**config.mk**
```make
export PLATFORM = sky130hd
export DESIGN_NAME = sdiv_post
export DESIGN_NICKNAME = d
export VERILOG_FILES = /design/src/rtl/sdiv_pkg.sv /design/src/rtl/sdiv_post.sv
export SDC_FILE = /design/constraint.sdc
export NUM_CORES = 1
export LEC_CHECK = 0
export ABC_AREA = 0
export BUFFER_PORTS_ARGS = -buffer_cell sky130_fd_sc_hd__buf_4
export CAP_MARGIN = 20
export CORE_ASPECT_RATIO = 1.4
export CORE_UTILIZATION = 40
export DETAILED_ROUTE_END_ITERATION = 8
export MAX_ROUTING_LAYER = met4
export PLACE_DENSITY = 0.76
export SYNTH_ARGS = -nofsm -noshare
export SYNTH_HDL_FRONTEND = slang
export SYNTH_SLANG_ARGS = --single-unit
```
**constraint.sdc**
```tcl
create_clock -name clock -period 2.1 [get_ports clock]
set_clock_uncertainty 0.05 [all_clocks]
set_input_delay 0.42 -clock clock [delete_from_list [all_inputs] [get_ports clock]]
set_output_delay 0.42 -clock clock [all_outputs]
set_load 0.01 [all_outputs]
```
**src/rtl/sdiv_pkg.sv**
```systemverilog
`default_nettype none
// ----------------------------------------------------------------------------
// sdiv_pkg
// Shared constants and types for the signed restoring divider pipeline.
// ----------------------------------------------------------------------------
package sdiv_pkg;

   // Default operand width
   localparam int SDIV_DATA_WIDTH = 32;

   // Per-item flags carried down the pipeline next to the data
   typedef struct packed {
      logic negate;    // operand signs differ, negate the quotient
      logic div_zero;  // divisor is zero, force the largest positive value
   } sdiv_flags_type;

endpackage : sdiv_pkg
`default_nettype wire

```
**src/rtl/sdiv_post.sv**
```systemverilog
`default_nettype none
// ----------------------------------------------------------------------------
// sdiv_post
// Output stage: applies the result sign or the zero-divisor value.
// ----------------------------------------------------------------------------
module sdiv_post
   import sdiv_pkg::*;
#(
   parameter int DATA_WIDTH = SDIV_DATA_WIDTH
) (
   input  wire logic                  clock,
   input  wire logic                  reset,
   // upstream
   input  wire logic                  in_valid,
   output logic                       in_ready,
   input  wire logic [DATA_WIDTH-1:0] in_quo,
   input  wire sdiv_flags_type        in_flags,
   // result channel
   output logic                       out_valid,
   input  wire logic                  out_ready,
   output logic [DATA_WIDTH-1:0]      out_quo
);

   localparam logic [DATA_WIDTH-1:0] MaxPos = {1'b0, {(DATA_WIDTH-1){1'b1}}};

   logic                  valid_ff, valid_in;
   logic [DATA_WIDTH-1:0] quo_ff, quo_in;
   logic                  load;

   assign in_ready = !valid_ff || out_ready;
   assign load     = in_ready && in_valid;

   // Zero divisor wins; otherwise negate on differing signs (wraps)
   always_comb begin
      priority if (in_flags.div_zero) begin
         quo_in = MaxPos;
      end else if (in_flags.negate) begin
         quo_in = ~in_quo + 1'b1;
      end else begin
         quo_in = in_quo;
      end
      valid_in = in_ready ? in_valid : valid_ff;
   end

   always_ff @(posedge clock) begin
      if (reset) begin
         valid_ff <= 1'b0;
      end else begin
         valid_ff <= valid_in;
      end
   end

   always_ff @(posedge clock) begin
      if (load) begin
         quo_ff <= quo_in;
      end
   end

   assign out_valid = valid_ff;
   assign out_quo   = quo_ff;

endmodule : sdiv_post
`default_nettype wire

```
==> metrics.md <==
| Metric | Value |
|---|---|
| Tcrit/Tclk final | 96.8% |
| CTS Buffer Depth | 2 |
| GRT met3 Usage | 3.16% |
| Final Hold Fails | 0 |
| Crit path time final | 2.03 ns |
| WP data arrival | 2.02 ns |
| GRT Resource Usage Total | 18.5% |
| Initial antenna violation count | 0 |
| Chip width | 62.5 um |
| Synth Area per Inst | 10.1 um2 |
| Yosys Warn Count | 0 |
| Hold_buf cts | 0 |
| Synth unique cells | 38 |
| Pre-CTS setup slack | -0.238 ns |
| Critical Path End Type | flip-flop |
| Setup violations, final | 0 |
| Leak | 1.21 nW |
| Drt first pass iters | 4 |
| Hold Path Class | in -> reg |
| Sequential share of the synthesized area | 47.9% |
| Switching fraction of total power | 25.7% |
| Vias in the first global route | 1702 |
| Status | finished clean |
| First-pass GRT wire length | 7690 um |
| Vias | 1899 |
| Nets | 335 |
| P_sw | 0.410 mW |
| Initial core utilization | 41.9% |
| Dpl hpwl | 3500 um |
| Routed len/inst | 13.1 um |
| Setup CP Type | in -> reg |
| Fill cells | 425 |
| Cell chain of the critical path | buf_4 > or4_4 > buf_4 > o41ai_1 > xor2_1 > nand2_1 |
| # diodes | 0 |
| Design area | 2910 um2 |
| Crit-path max cell delay | 0.59 ns |
| Reg clk slew, reported paths | 0.07 ns |
| GR Util met1 | 21.1% |
| Vias/cell | 5.26 |
| Max-cap check violation count | 0 |
| # rows | 30 |
| Clk_lat worst skew | 0.28 ns |
| Clk sinks | 33 |
| Fmax | 492 MHz |
| Critical-path top delay cell | or4_4 |
| Final worst slack | 0.0670 ns |
| Power per Cell Area | 547 nW/um2 |
| Routability cong. | 0.898 |
| Die area | 5410 um2 |
| Unrepaired setup endpoints after global routing | false |
| Register share of total power | 49.3% |
| Setup Buffers After CTS | 0 |
| Total Power | 1.59 mW |
| Antenna viol nets, final | 0 |
| Largest net degree at the start of global routing | 33 |
| Worst-Margin Slew | 0.546 ns |
| Post-Syn Nets | 241 |
| CTS Root Cell | clkbuf_8 |
| Startpoint Class | primary input |
| Yosys reg bits | 33 |
| Drt total wl | 4720 um |
| Worst slew margin | 63.3% |
| Global route hottest layer | met2 |
| Comb pwr share | 22.2% |
| IO Pins | 72 |
| Total CTS buffers | 5 |
| WHS | 0.237 ns |
| Placed Cells incl. Taps | 353 |
| Gr ovfl total | 0 |
| P_int | 1.18 mW |
| Clock power frac | 28.5% |
| Starting DRC count in detailed routing | 76 |
| VDD IR max | 0.280 mV |
| Post-detailed-placement cell area | 2830 um2 |
| Number of port buffers | 71 |
| Synthesized instance count | 202 |
| Core Box Area | 4880 um2 |
| Post-CTS sizing | 0 |
| Total number of H-tree levels | 2 |
| Mapped cell area | 2050 um2 |
| CTS tree | done |
| DRC Markers | 0 |
| Most used cell, CP | buf_4 |
| Worst-path fanout max | 8 |
| Area Overhead vs Synth | 42.3% |
| Layout cells sized above 1 | 39.7% |
| Grt met2 use | 31.6% |
| Layout Cells excl Fill | 361 |
| Final Max Slew Viols | 0 |
| CP required | 2.08 ns |
| Die Span Y | 86.6 um |
registers in the layout, indices dropped and copies added, names as in the netlist:
register and count:
out_quo 32, out_valid 1
cell usage after synthesis (all sizes together):
cell type / number / share of area [%]
and3: 2 / 0.61
or3: 5 / 1.6
o211ai: 1 / 0.37
ha: 1 / 0.61
or3b: 1 / 0.43
nor2: 22 / 4.0
nand2b: 1 / 0.31
xnor2: 1 / 0.43
nor2b: 10 / 3.1
clkbuf: 10 / 1.8
a21oi: 8 / 2.0
mux2i: 11 / 5.4
xor2: 12 / 5.1
nor3: 9 / 2.2
or2: 1 / 0.31
dfxtp: 1 / 0.98
a211oi: 1 / 0.37
and2: 1 / 0.31
buf: 2 / 1.1
nand2: 19 / 3.5
nand4: 1 / 0.31
nor4b: 1 / 0.73
edfxtp: 32 / 47
o311ai: 1 / 0.43
nor4: 7 / 3.6
nand3: 2 / 0.49
inv: 7 / 1.3
o31ai: 5 / 1.8
o21ai: 7 / 1.9
or4: 7 / 3.3
a31oi: 7 / 2.1
a2111oi: 1 / 0.43
o41ai: 5 / 2.1
per-stage QoR:
stage / util (%) / TNS, ns
floorplan: - / -0.446
global placement: 58.0 / -3.45
detailed placement: 58.0 / -3.68
CTS: 59.7 / 0
global route: 59.7 / 0
finish: 59.7 / 0
cells by family after synthesis:
kind of cell	count (synthesis)	share of synthesized area [%]
AOI/OAI and AO/OA	36	11.6
xor gates and xnor gates	13	5.56
adders and majority gates	1	0.611
buffers and inverters	19	4.22
DFF	33	47.9
muxes	11	5.38
and+or+nand+nor	89	24.8
cell type report:
cell class	instances	area, um2	area share, %
repair buffers	99	756	25.9
clock buffers	6	72.6	2.49
multi-input cells	150	987	33.9
well taps	64	80.1	2.75
inverters	7	26.3	0.902
flip-flops and latches	33	981	33.7
clock inverters	2	10.0	0.344
worst paths after layout:
path                          start                        end  slack [ns]  cells after the start
max reg2reg  out_valid$_SDFFE_PP0N_  out_quo[26]$_SDFFCE_PP1P_        0.80                      3
min reg2reg  out_valid$_SDFFE_PP0N_     out_valid$_SDFFE_PP0N_        0.47                      2
max                       in_quo[6]  out_quo[13]$_SDFFCE_PP1P_        0.07                      6
min                           reset     out_valid$_SDFFE_PP0N_        0.24                      2
metal layers:
layer	part of all wire, %	up-vias	wire (um)
li1	-	941	-
met1	41	869	1960
met2	50	79	2380
met3	5.8	10	273
met4	2.3	0	108
met5	0	-	0
critical path: cells and delay by family:
kind                      cells  cell delay (ns)
AOI/OAI and AO/OA             1             0.42
xor gates and xnor gates      1             0.21
buffers and inverters         2             0.31
and+or+nand+nor               2             0.66
placed cells by master, fill, tap and decap left out, drive strengths merged, types with 2 or more instances in the layout:
master | synthesis | layout
nor2b | 10 | 10
nor4 | 7 | 7
o41ai | 5 | 5
o31ai | 5 | 5
a31oi | 7 | 7
and3 | 2 | 2
clkinv | 0 | 2
nand3 | 2 | 2
nor3 | 9 | 9
a21oi | 8 | 8
edfxtp | 32 | 32
inv | 7 | 7
buf | 2 | 99
or3 | 5 | 5
clkbuf | 10 | 6
xor2 | 12 | 12
or4 | 7 | 7
nor2 | 22 | 22
mux2i | 11 | 11
nand2 | 19 | 19
o21ai | 7 | 7
power groups by stage:
stage,registers (mW),clock network (mW),logic (mW)
6_report,0.786,0.454,0.353
5_1_grt,0.789,0.495,0.387
4_1_cts,0.786,0.468,0.356
3_5_place_dp,0.800,0,0.354
3_3_place_gp,0.800,0,0.348
2_1_floorplan,0.822,0,0.137
(Power assumes the default switching activity.)
