## config.mk

```make
export PLATFORM = sky130hd
export DESIGN_NAME = sdiv_prep
export DESIGN_NICKNAME = d
export VERILOG_FILES = /design/src/rtl/sdiv_pkg.sv /design/src/rtl/sdiv_prep.sv
export SDC_FILE = /design/constraint.sdc
export NUM_CORES = 1
export LEC_CHECK = 0
export ABC_AREA = 1
export BUFFER_PORTS_ARGS = -buffer_cell sky130_fd_sc_hd__buf_2
export CAP_MARGIN = 20
export CORE_ASPECT_RATIO = 1.2
export CORE_MARGIN = 2
export CORE_UTILIZATION = 45
export DETAILED_ROUTE_END_ITERATION = 8
export PLACE_DENSITY = 0.77
export SYNTH_ARGS = -nofsm -noshare
export SYNTH_HDL_FRONTEND = slang
export SYNTH_SLANG_ARGS = --single-unit
```

## constraint.sdc

```tcl
create_clock -name clock -period 4 [get_ports clock]
set_input_delay 0.6 -clock clock [delete_from_list [all_inputs] [get_ports clock]]
set_output_delay 0.6 -clock clock [all_outputs]
set_load 0.03 [all_outputs]
```

## src/rtl/sdiv_pkg.sv

```systemverilog
`default_nettype none
// ----------------------------------------------------------------------------
// sdiv_pkg
// Shared constants and types for the signed restoring divider pipeline.
// ----------------------------------------------------------------------------
package sdiv_pkg;

   // Default operand width
   localparam int SDIV_DATA_WIDTH = 32;

   // Per-item flags carried down the pipeline next to the data
   typedef struct packed {
      logic negate;    // operand signs differ, negate the quotient
      logic div_zero;  // divisor is zero, force the largest positive value
   } sdiv_flags_type;

endpackage : sdiv_pkg
`default_nettype wire

```

## src/rtl/sdiv_prep.sv

```systemverilog
`default_nettype none
// ----------------------------------------------------------------------------
// sdiv_prep
// Entry stage: takes operand magnitudes, result sign and zero-divisor flag.
// ----------------------------------------------------------------------------
module sdiv_prep
   import sdiv_pkg::*;
#(
   parameter int DATA_WIDTH = SDIV_DATA_WIDTH
) (
   input  wire logic                  clock,
   input  wire logic                  reset,
   // upstream
   input  wire logic                  in_valid,
   output logic                       in_ready,
   input  wire logic [DATA_WIDTH-1:0] in_num,
   input  wire logic [DATA_WIDTH-1:0] in_den,
   // downstream
   output logic                       out_valid,
   input  wire logic                  out_ready,
   output logic [DATA_WIDTH-1:0]      out_nq,
   output logic [DATA_WIDTH-1:0]      out_rem,
   output logic [DATA_WIDTH-1:0]      out_dmag,
   output sdiv_flags_type             out_flags
);

   logic                  valid_ff, valid_in;
   logic [DATA_WIDTH-1:0] nmag_ff, nmag_in;
   logic [DATA_WIDTH-1:0] dmag_ff, dmag_in;
   sdiv_flags_type        flags_ff, flags_in;
   logic                  load;

   // Stage takes a new item when empty or when its item moves on
   assign in_ready = !valid_ff || out_ready;
   assign load     = in_ready && in_valid;

   // Magnitudes; the most negative value maps to 2^(W-1) unsigned
   always_comb begin
      nmag_in           = in_num[DATA_WIDTH-1] ? (~in_num + 1'b1) : in_num;
      dmag_in           = in_den[DATA_WIDTH-1] ? (~in_den + 1'b1) : in_den;
      flags_in.negate   = in_num[DATA_WIDTH-1] ^ in_den[DATA_WIDTH-1];
      flags_in.div_zero = (in_den == '0);
      valid_in          = in_ready ? in_valid : valid_ff;
   end

   always_ff @(posedge clock) begin
      if (reset) begin
         valid_ff <= 1'b0;
      end else begin
         valid_ff <= valid_in;
      end
   end

   always_ff @(posedge clock) begin
      if (load) begin
         nmag_ff  <= nmag_in;
         dmag_ff  <= dmag_in;
         flags_ff <= flags_in;
      end
   end

   assign out_valid = valid_ff;
   assign out_nq    = nmag_ff;
   assign out_rem   = '0;
   assign out_dmag  = dmag_ff;
   assign out_flags = flags_ff;

endmodule : sdiv_prep
`default_nettype wire

```

==> results list <==
- Max IR drop VDD: 195 µV
* Sequence of cells on the critical path: buf_2 > inv_1 > nand2_1 > buf_2
* Row count: 39
- Count of max-cap constraint violations: 0
- Clock sink count: 67
- Yosys mapped a number of flops with a built-in enable equal to 66.
- Achievable frequency: 602 MHz
* Final design area excluding fillers: 5290 µm²
- Height of the chip: 111 µm
- The worst path uses 41.5% of the clock period.
- Final Total Pwr: 2.05 mW
* Number of instances in the synthesized netlist: 533
- Number of nets in the final layout: 745
* Crit path capture type: primary output
* Global-route wire length before repair: 17,100 µm
- The core region is 9420 µm².
* Critical path class: in2out
- Kind of launch point of the worst setup path: input pin
- The clock network is responsible for 36.9% of the overall power.
- Category of cells accounting for the largest share of critical-path delay: buffers and inverters
- At the end of routability-driven placement, the weighted congestion stood at 0.947.
- Cell chosen for the clock root: sky130_fd_sc_hd__clkbuf_16
* Via-to-Cell Ratio: 4.89
- Proportion of synthesized chip area in sequential cells: 46.3%
- TritonCTS built the clock tree.
- Cell Int Power: 1.43 mW
- The detailed router finished its first iteration with 173 violations.
* Final antenna-violating net count: 0
- Clock-pin slew was measured on the worst setup and hold paths at 0.05 ns.
- In this run the tool buffered the top-level ports with 135 buffer cells.
- Power spread over the standard cell area amounts to 387 nW/µm².
- Vias in the first global route: 3,731
* Net switching power figure: 0.615 mW
- Depth of the CTS H-tree: 3
* Count leader, synth: sky130_fd_sc_hd__nand2_1
- Arrival time of the worst setup path: 1.06 ns
- The number of antenna diodes in the final layout is 0.
* Share of final-layout standard cells stronger than drive strength 1: 26.7%
- Setup violations remaining at the end of the flow were counted as 0.
- In this run the horizontal extent of the chip is 93.5 µm.
- Total via count in the routed design: 3,919
* Number of clock buffers inserted by TritonCTS: 9
- Synth area leaders: sky130_fd_sc_hd__edfxtp_1, sky130_fd_sc_hd__nand2_1, sky130_fd_sc_hd__nor2_1
* Number of unique standard cell types used by synthesis: 25
- Final critical-path required period: 1.66 ns
- Measured slew at the worst slew-check pin: 0.833 ns
- Setup slack on the critical path of the routed design comes to 2.34 ns.
- The later pin in the worst-skew pair is clocked with a latency of 0.33 ns.
- Maximum count of clock buffers along a single path: 2
- The run finished with clean final reports.
- Highest net fanout along the worst path: 2
* Syn-to-layout area delta: 22.4%
- For this run the aggregate overflow at the end of global routing stands at 0.
- In the synthesized netlist the async set-or-reset flop fraction comes to 0%.
- Global routing consumed, over all layers together, 21.2% of the routing resources.
* Worst hold-check path type: in2reg
* Drt pass-1 iters: 4
- The initial antenna violation count was 0.
- Once detailed placement completed, the half-perimeter wirelength came to 8760 µm.
* Full die area: 10,400 µm²
* RSZ-0062 raised after global routing: false
- Gate power share: 21.5%
- The final hold violation count came to 0.
- Final routed wirelength across all metal layers: 11,000 µm
* Setup TNS: 0 ns
- Counting instances in the post-synthesis netlist gives the leading cell types as sky130_fd_sc_hd__nand2_1, sky130_fd_sc_hd__nor2_1, sky130_fd_sc_hd__edfxtp_1.
- Share of Yosys cell area claimed by the top area cell type: 45.8%
* Crit-path most repeated cell: sky130_fd_sc_hd__buf_2
* Top flip-flop cell by instance count after synthesis: sky130_fd_sc_hd__edfxtp_1
- The finished layout holds 801 standard cells, fillers aside.
- In this run, post-CTS hold repair placed 0 buffers.
- Pre-CTS worst setup slack: 2.02 ns
- In this run the post-CTS setup repair buffer count came out at 0.
* Initial Utilization: 45.9%
- Counting both buffers and inverters, the worst setup path holds a total of 3.
* Data required time of the critical path: 3.40 ns
* Average wire length per cell after detail routing: 13.7 µm
- Slowest stage delay, CP: 0.18 ns
* Mean area per synthesized cell: 8.11 µm²
- Post-DP Area: 5010 µm²
- Gates resized during post-CTS repair numbered 0.
- For this run, the number of Yosys warnings is 0.
* Worst rel slew slack: 44.5%
- Sequential cells burn 41.7% of the power.
- Slowest library cell on the worst path: sky130_fd_sc_hd__buf_2
* Total instance count after detailed placement: 785
- Clock Skew: 0.00431 ns
- Largest net degree at the start of global routing: 67
- Number of synthesized register bits: 67
* Leak Pwr: 2.40 nW
- The mapped netlist covers 4320 µm².
- For this run, design rule violations remaining after detail routing come to 0.
- 168 I/O pins were placed.
* Sw Ratio: 30.0%
- sky130_fd_sc_hd__edfxtp_1 takes more of the synthesized area than any other cell.
- Number of max-slew violations in the final report: 0
routing by layer:
layer  global-route usage, %  part of all wire, %
met5                       0                    0
met3                    4.06                  8.4
met1                    23.7                   37
met2                    38.4                   52
met4                    9.31                  2.7
cell families (layout without fill, tap and decap cells):
kind of cell | Yosys count | in the layout | share of synthesized area (%)
xor gates and xnor gates | 31 | 31 | 6.28
other | 1 | 32 | 0.0867
and+or+nand+nor | 334 | 334 | 33.7
DFF | 67 | 67 | 46.3
buffers and inverters | 75 | 189 | 9.78
adders and majority gates | 4 | 4 | 1.16
AOI/OAI and AO/OA | 21 | 21 | 2.69
final timing paths:
| check | from | end | slack (ns) | depth (start not counted) |
|---|---|---|---|---|
| worst max register to register | out_valid$_SDFFE_PP0N_ | out_nq[2]$_DFFE_PP_ | 2.45 | 2 |
| worst min register to register | out_valid$_SDFFE_PP0N_ | out_valid$_SDFFE_PP0N_ | 0.53 | 2 |
| worst min-delay path | reset | out_valid$_SDFFE_PP0N_ | 0.42 | 2 |
| worst max-delay path | out_ready | in_ready | 2.34 | 4 |
layout by cell type, fill, tap and decap left out, drive strengths merged:
cell and instances:
bufinv 1, nor2 104, xor2 10, nand3b 7
clkbuf 9, inv 37, edfxtp 66, dfxtp 1
clkinv 5, nand4 3, nand2 180, ha 4
nand3 37, a21oi 7, buf 136, nor3 3
xnor2 21, clkinvlp 1, conb 32, o21ai 14
final cells by class:
class,count,area [µm²]
multi-input cells,422,2030
clock inverters,7,58.8
repair buffers,136,683
flip-flops and latches,67,2000
well taps,123,154
inverters,37,141
fillers,891,4130
clock buffers,9,225
power groups by stage:
stage | Clock (mW) | Combinational [mW] | Sequential, mW
detailed placement | 0 | 0.439 | 0.869
global route | 0.800 | 0.476 | 0.859
CTS | 0.774 | 0.440 | 0.855
global placement | 0 | 0.436 | 0.869
finish | 0.755 | 0.440 | 0.854
floorplan | 0 | 0.216 | 0.979
per-stage QoR:
step | hold WS, ns | util [%]
after floorplan | 0.669 | -
after global placement | 0.508 | 53.2
after detailed placement | 0.522 | 53.2
after CTS | 0.411 | 56.2
after global routing | 0.407 | 56.2
final | 0.423 | 56.2
state kept, by name, indices dropped and copies added, names as in the netlist:
signal     count
out_valid      1
out_nq        32
out_flags      2
out_dmag      32
Note: power is estimated with default switching activity, not from simulation.
