$ cat src/rtl/sdiv_pkg.sv
`default_nettype none
// ----------------------------------------------------------------------------
// sdiv_pkg
// Shared constants and types for the signed restoring divider pipeline.
// ----------------------------------------------------------------------------
package sdiv_pkg;

   // Default operand width
   localparam int SDIV_DATA_WIDTH = 32;

   // Per-item flags carried down the pipeline next to the data
   typedef struct packed {
      logic negate;    // operand signs differ, negate the quotient
      logic div_zero;  // divisor is zero, force the largest positive value
   } sdiv_flags_type;

endpackage : sdiv_pkg
`default_nettype wire

$ cat src/rtl/sdiv_step.sv
`default_nettype none
// ----------------------------------------------------------------------------
// sdiv_step
// One restoring shift-subtract step with its pipeline register.
// ----------------------------------------------------------------------------
module sdiv_step
   import sdiv_pkg::*;
#(
   parameter int DATA_WIDTH = SDIV_DATA_WIDTH
) (
   input  wire logic                  clock,
   input  wire logic                  reset,
   // upstream
   input  wire logic                  in_valid,
   output logic                       in_ready,
   input  wire logic [DATA_WIDTH-1:0] in_nq,
   input  wire logic [DATA_WIDTH-1:0] in_rem,
   input  wire logic [DATA_WIDTH-1:0] in_dmag,
   input  wire sdiv_flags_type        in_flags,
   // downstream
   output logic                       out_valid,
   input  wire logic                  out_ready,
   output logic [DATA_WIDTH-1:0]      out_nq,
   output logic [DATA_WIDTH-1:0]      out_rem,
   output logic [DATA_WIDTH-1:0]      out_dmag,
   output sdiv_flags_type             out_flags
);

   logic                  valid_ff, valid_in;
   logic [DATA_WIDTH-1:0] nq_ff, nq_in;
   logic [DATA_WIDTH-1:0] rem_ff, rem_in;
   logic [DATA_WIDTH-1:0] dmag_ff;
   sdiv_flags_type        flags_ff;
   logic [DATA_WIDTH:0]   trial;
   logic [DATA_WIDTH:0]   diff;
   logic                  qbit;
   logic                  load;

   assign in_ready = !valid_ff || out_ready;
   assign load     = in_ready && in_valid;

   // nq holds the unused dividend bits on top and quotient bits below.
   // Shift the next dividend bit into the partial remainder and try
   // subtracting the divisor; no borrow means the quotient bit is one.
   always_comb begin
      trial    = {in_rem, in_nq[DATA_WIDTH-1]};
      diff     = trial - {1'b0, in_dmag};
      qbit     = !diff[DATA_WIDTH];
      rem_in   = qbit ? diff[DATA_WIDTH-1:0] : trial[DATA_WIDTH-1:0];
      nq_in    = {in_nq[DATA_WIDTH-2:0], qbit};
      valid_in = in_ready ? in_valid : valid_ff;
   end

   always_ff @(posedge clock) begin
      if (reset) begin
         valid_ff <= 1'b0;
      end else begin
         valid_ff <= valid_in;
      end
   end

   always_ff @(posedge clock) begin
      if (load) begin
         nq_ff    <= nq_in;
         rem_ff   <= rem_in;
         dmag_ff  <= in_dmag;
         flags_ff <= in_flags;
      end
   end

   assign out_valid = valid_ff;
   assign out_nq    = nq_ff;
   assign out_rem   = rem_ff;
   assign out_dmag  = dmag_ff;
   assign out_flags = flags_ff;

endmodule : sdiv_step
`default_nettype wire

$ cat config.mk
export PLATFORM = sky130hd
export DESIGN_NAME = sdiv_step
export DESIGN_NICKNAME = d
export VERILOG_FILES = /design/src/rtl/sdiv_pkg.sv /design/src/rtl/sdiv_step.sv
export SDC_FILE = /design/constraint.sdc
export NUM_CORES = 1
export LEC_CHECK = 0
export BUFFER_PORTS_ARGS = -buffer_cell sky130_fd_sc_hd__buf_2
export CORE_ASPECT_RATIO = 1.25
export CORE_MARGIN = 1.5
export CORE_UTILIZATION = 45
export DETAILED_ROUTE_END_ITERATION = 10
export GPL_ROUTABILITY_DRIVEN = 0
export HOLD_SLACK_MARGIN = 0.03
export PLACE_DENSITY = 0.86
export REMOVE_ABC_BUFFERS = 1
export SYNTH_ARGS = -nofsm -noshare
export SYNTH_HDL_FRONTEND = slang
export SYNTH_SLANG_ARGS = --single-unit
$ cat constraint.sdc
create_clock -name clock -period 3.2 [get_ports clock]
set_clock_uncertainty 0.15 [all_clocks]
set_input_delay 0.48 -clock clock [delete_from_list [all_inputs] [get_ports clock]]
set_output_delay 0.48 -clock clock [all_outputs]
set_load 0.05 [all_outputs]
==> results.md <==
* Top Ports at 202
* Cells after synthesis at 463
* FF-to-FF Start: out_valid$_SDFFE_PP0N_
* Crit-path slowest cell: o41ai_2
* Unrepaired setup endpoints after global routing: false
* Crit path required time at 3.17 ns
* Most frequent cells in the layout: buf_2, edfxtp_1, nand2_1, inv_1, ha_1
* Final Hold Vio Count at 0
* H-Tree Depth at 3
* Worst reg-to-reg setup slack at 1.34 ns
* DR iter-0 viols at 322
* TritonCTS clock tree: yes
* Min Tclk post-route at 3.03 ns
* Final #Nets at 827
* DRT Pass-1 Iters at 5
* HP Start: reset
* PwrDens at 549 mW/mm²
* Synth unique cells at 52
* DR top layer: met4
* Critical R2R Capture: out_dmag[12]$_DFFE_PP_
* Hold Path Class: primary input to flip-flop
* Post-CTS Hold Buffers at 0
* WL final at 13900 µm
* Remaining DRCs at 0
* Total CTS buffers at 9
* Commonest non-fill, non-tap cell in the layout: buf_2
* Die area at 0.0127 mm²
* Synth Warn # at 0
* Largest net degree at the start of global routing at 43
* GRT Overall Usage at 0.215
* Clock buffer depth at 2
* Clock Sink Count at 99
* Metal2 WL at 7060 µm
* Sw Share at 0.336
* WL met1 at 5140 µm
* Antenna fix cells at 0
* Slew margin rel. at 0.594
* Core area at 0.0117 mm²
* Ys flop type: edfxtp_1
* Wire length per cell at 16.2 µm
* Pint at 2.61 mW
* Critical path's largest stage delay at 0.45 ns
* Hold Path End: out_valid$_SDFFE_PP0N_
* Clock Latency Late Sink at 0.35 ns
* Clock slew at reported path FFs at 0.07 ns
* Placed cell count at 842
* Comb power frac at 0.313
* Clock Power Share at 0.283
* Max Clk Rate at 0.330 GHz
* Slew Viols, Final at 0
* Initial antenna violation count at 0
* Status: finished clean
* CP Cell Sequence: buf_2 > inv_1 > ha_1 > a21oi_4 > o211ai_1 > a221o_1 > a211o_1 > o211ai_1 > o211ai_4 > buf_4 > o41ai_2
* WL met3 at 1140 µm
* Syn Std Cell Area at 0.00542 mm²
* Max VDD drop at 299 µV
* Crit path DAT at 3.00 ns
* Avg Cell Area, Syn at 11.7 µm²
* Cell mode on critical path: o211ai_1
* Hold path depth at 2
* Hpwl dp at 10700 µm
* Final setup violation count at 0
* Number of flops mapped to enable cells by yosys at 98
* Sw Pwr at 1.32 mW
* Aggregate global routing overflow at 0
* Synthesis-to-finish area growth at 32.2%
* Max-cap violations at 0
* Worst setup SP type: primary input
* R2R cell count at 3
* Final Total Pwr at 3.94 mW
* CP endpoint kind: flip-flop
* Async set-reset flop share out of synthesis at 0
* Hold WS at 0.139 ns
* Worst-Margin Slew at 0.610 ns
* Flop pwr share at 0.404
* Number of global-route vias before repair at 4452
* Worst Setup Path Type: primary input to flip-flop
* Fin cells at 858
* Vias per inst at 5.25
* Port buffer count at 201
* Cell row count at 44
* LEAKAGE at 3.33 nW
* Vias at 4507
* First-pass GRT wire length at 21200 µm
* Initial core utilization at 0.465
* Die width at 101 µm
* Seq/Total Area, Yosys at 0.546
* Post-DRT Antenna Nets at 0
* Chip height at 126 µm
* Layout cell share with drive strength beyond 1 at 0.397
* Clk root buf: clkbuf_16
* Final period util at 0.946
* CP max FO at 9
* Synthesized flop and latch total at 99
## sequential cells by signal (all words and copies together) (netlist names)
| register | count |
|---|---|
| out_dmag | 32 |
| out_nq | 32 |
| out_rem | 32 |
| out_flags | 2 |
| out_valid | 1 |
## critical path: cells and delay by family
kind | cells | cell delay [ns]
compound gates | 7 | 1.82
buf+inv | 3 | 0.35
fa+ha+maj | 1 | 0.35
## Yosys cell counts, types with 2 or more instances
library cell / count / area [µm²]
clkbuf_1: 13 / 48.8
a21boi_0: 4 / 30.0
a211oi_1: 4 / 30.0
mux2_4: 18 / 270
o21ai_0: 27 / 135
nand4_1: 5 / 31.3
a21oi_1: 30 / 150
and4_1: 2 / 17.5
a31oi_1: 2 / 12.5
o21a_1: 5 / 37.5
xor2_1: 9 / 78.8
o2111ai_1: 2 / 17.5
buf_6: 2 / 22.5
and3_1: 6 / 37.5
and2_1: 3 / 18.8
nor2b_1: 5 / 31.3
o31ai_1: 4 / 30.0
ha_1: 32 / 400
nand2b_1: 5 / 31.3
nor2_1: 23 / 86.3
a41o_1: 2 / 20.0
nor3_1: 3 / 15.0
nand3_1: 9 / 45.0
o41ai_1: 2 / 17.5
nand2_1: 47 / 176
edfxtp_1: 98 / 2940
o211ai_1: 6 / 45.0
xnor2_1: 15 / 131
o21bai_1: 5 / 37.5
a21o_1: 15 / 113
inv_1: 39 / 146
## what timing repair did
action / in CTS / in global routing
resized for setup: 1 / 5
buffers inserted: 0 / 0
pin swaps: 0 / 0
setup endpoints to repair: 1 / 24
## power by group through the flow
stage | combinational (mW) | clock [mW] | sequential [mW]
detailed placement | 1.21 | 0 | 1.62
floorplan | 0.479 | 0 | 2.00
global placement | 1.18 | 0 | 1.62
global route | 1.31 | 1.17 | 1.60
CTS | 1.22 | 1.13 | 1.59
finish | 1.23 | 1.12 | 1.59
## through the flow
stage	utilization	TNS, ns	cell area [µm²]	setup WS, ns
2_1_floorplan	-	-78.02	5340	-0.735
3_3_place_gp	0.586	-2.70	6840	-0.280
3_5_place_dp	0.586	-6.24	6840	-0.417
4_1_cts	0.613	0	7150	0.0799
5_1_grt	0.614	0	7170	0.0613
6_report	0.614	0	7170	0.172
## routing by layer
layer,global-route usage,up-vias
li1,-,2156
met1,0.233,2073
met2,0.384,229
met3,0.0599,49
met4,0.0997,0
met5,0,-
## cell type report
cell class | instances | area, µm²
fill | 934 | 4500
sequential | 99 | 2960
multi-input combinational | 307 | 2250
timing repair buffer | 235 | 1300
clock buffer | 10 | 229
tap | 161 | 201
inverter | 40 | 150
clock inverter | 6 | 75.1
## worst max path at each step
stage,from,to
after floorplan,out_valid$_SDFFE_PP0N_,out_dmag[0]$_DFFE_PP_
after global placement,in_nq[31],out_rem[27]$_DFFE_PP_
after detailed placement,in_nq[31],out_rem[27]$_DFFE_PP_
after CTS,in_rem[0],out_rem[23]$_DFFE_PP_
after global routing,in_nq[31],out_rem[27]$_DFFE_PP_
final,in_dmag[16],out_rem[27]$_DFFE_PP_
## kinds of logic after synthesis
logic type      after synthesis  share of synthesized area
xor+xnor                     24                     0.0388
mux                          19                     0.0517
buf+inv                      57                     0.0431
fa+ha+maj                    33                     0.0775
flops                        99                      0.546
compound gates              118                      0.145
simple gates                113                     0.0976
Power figures use the tool's default switching activity.
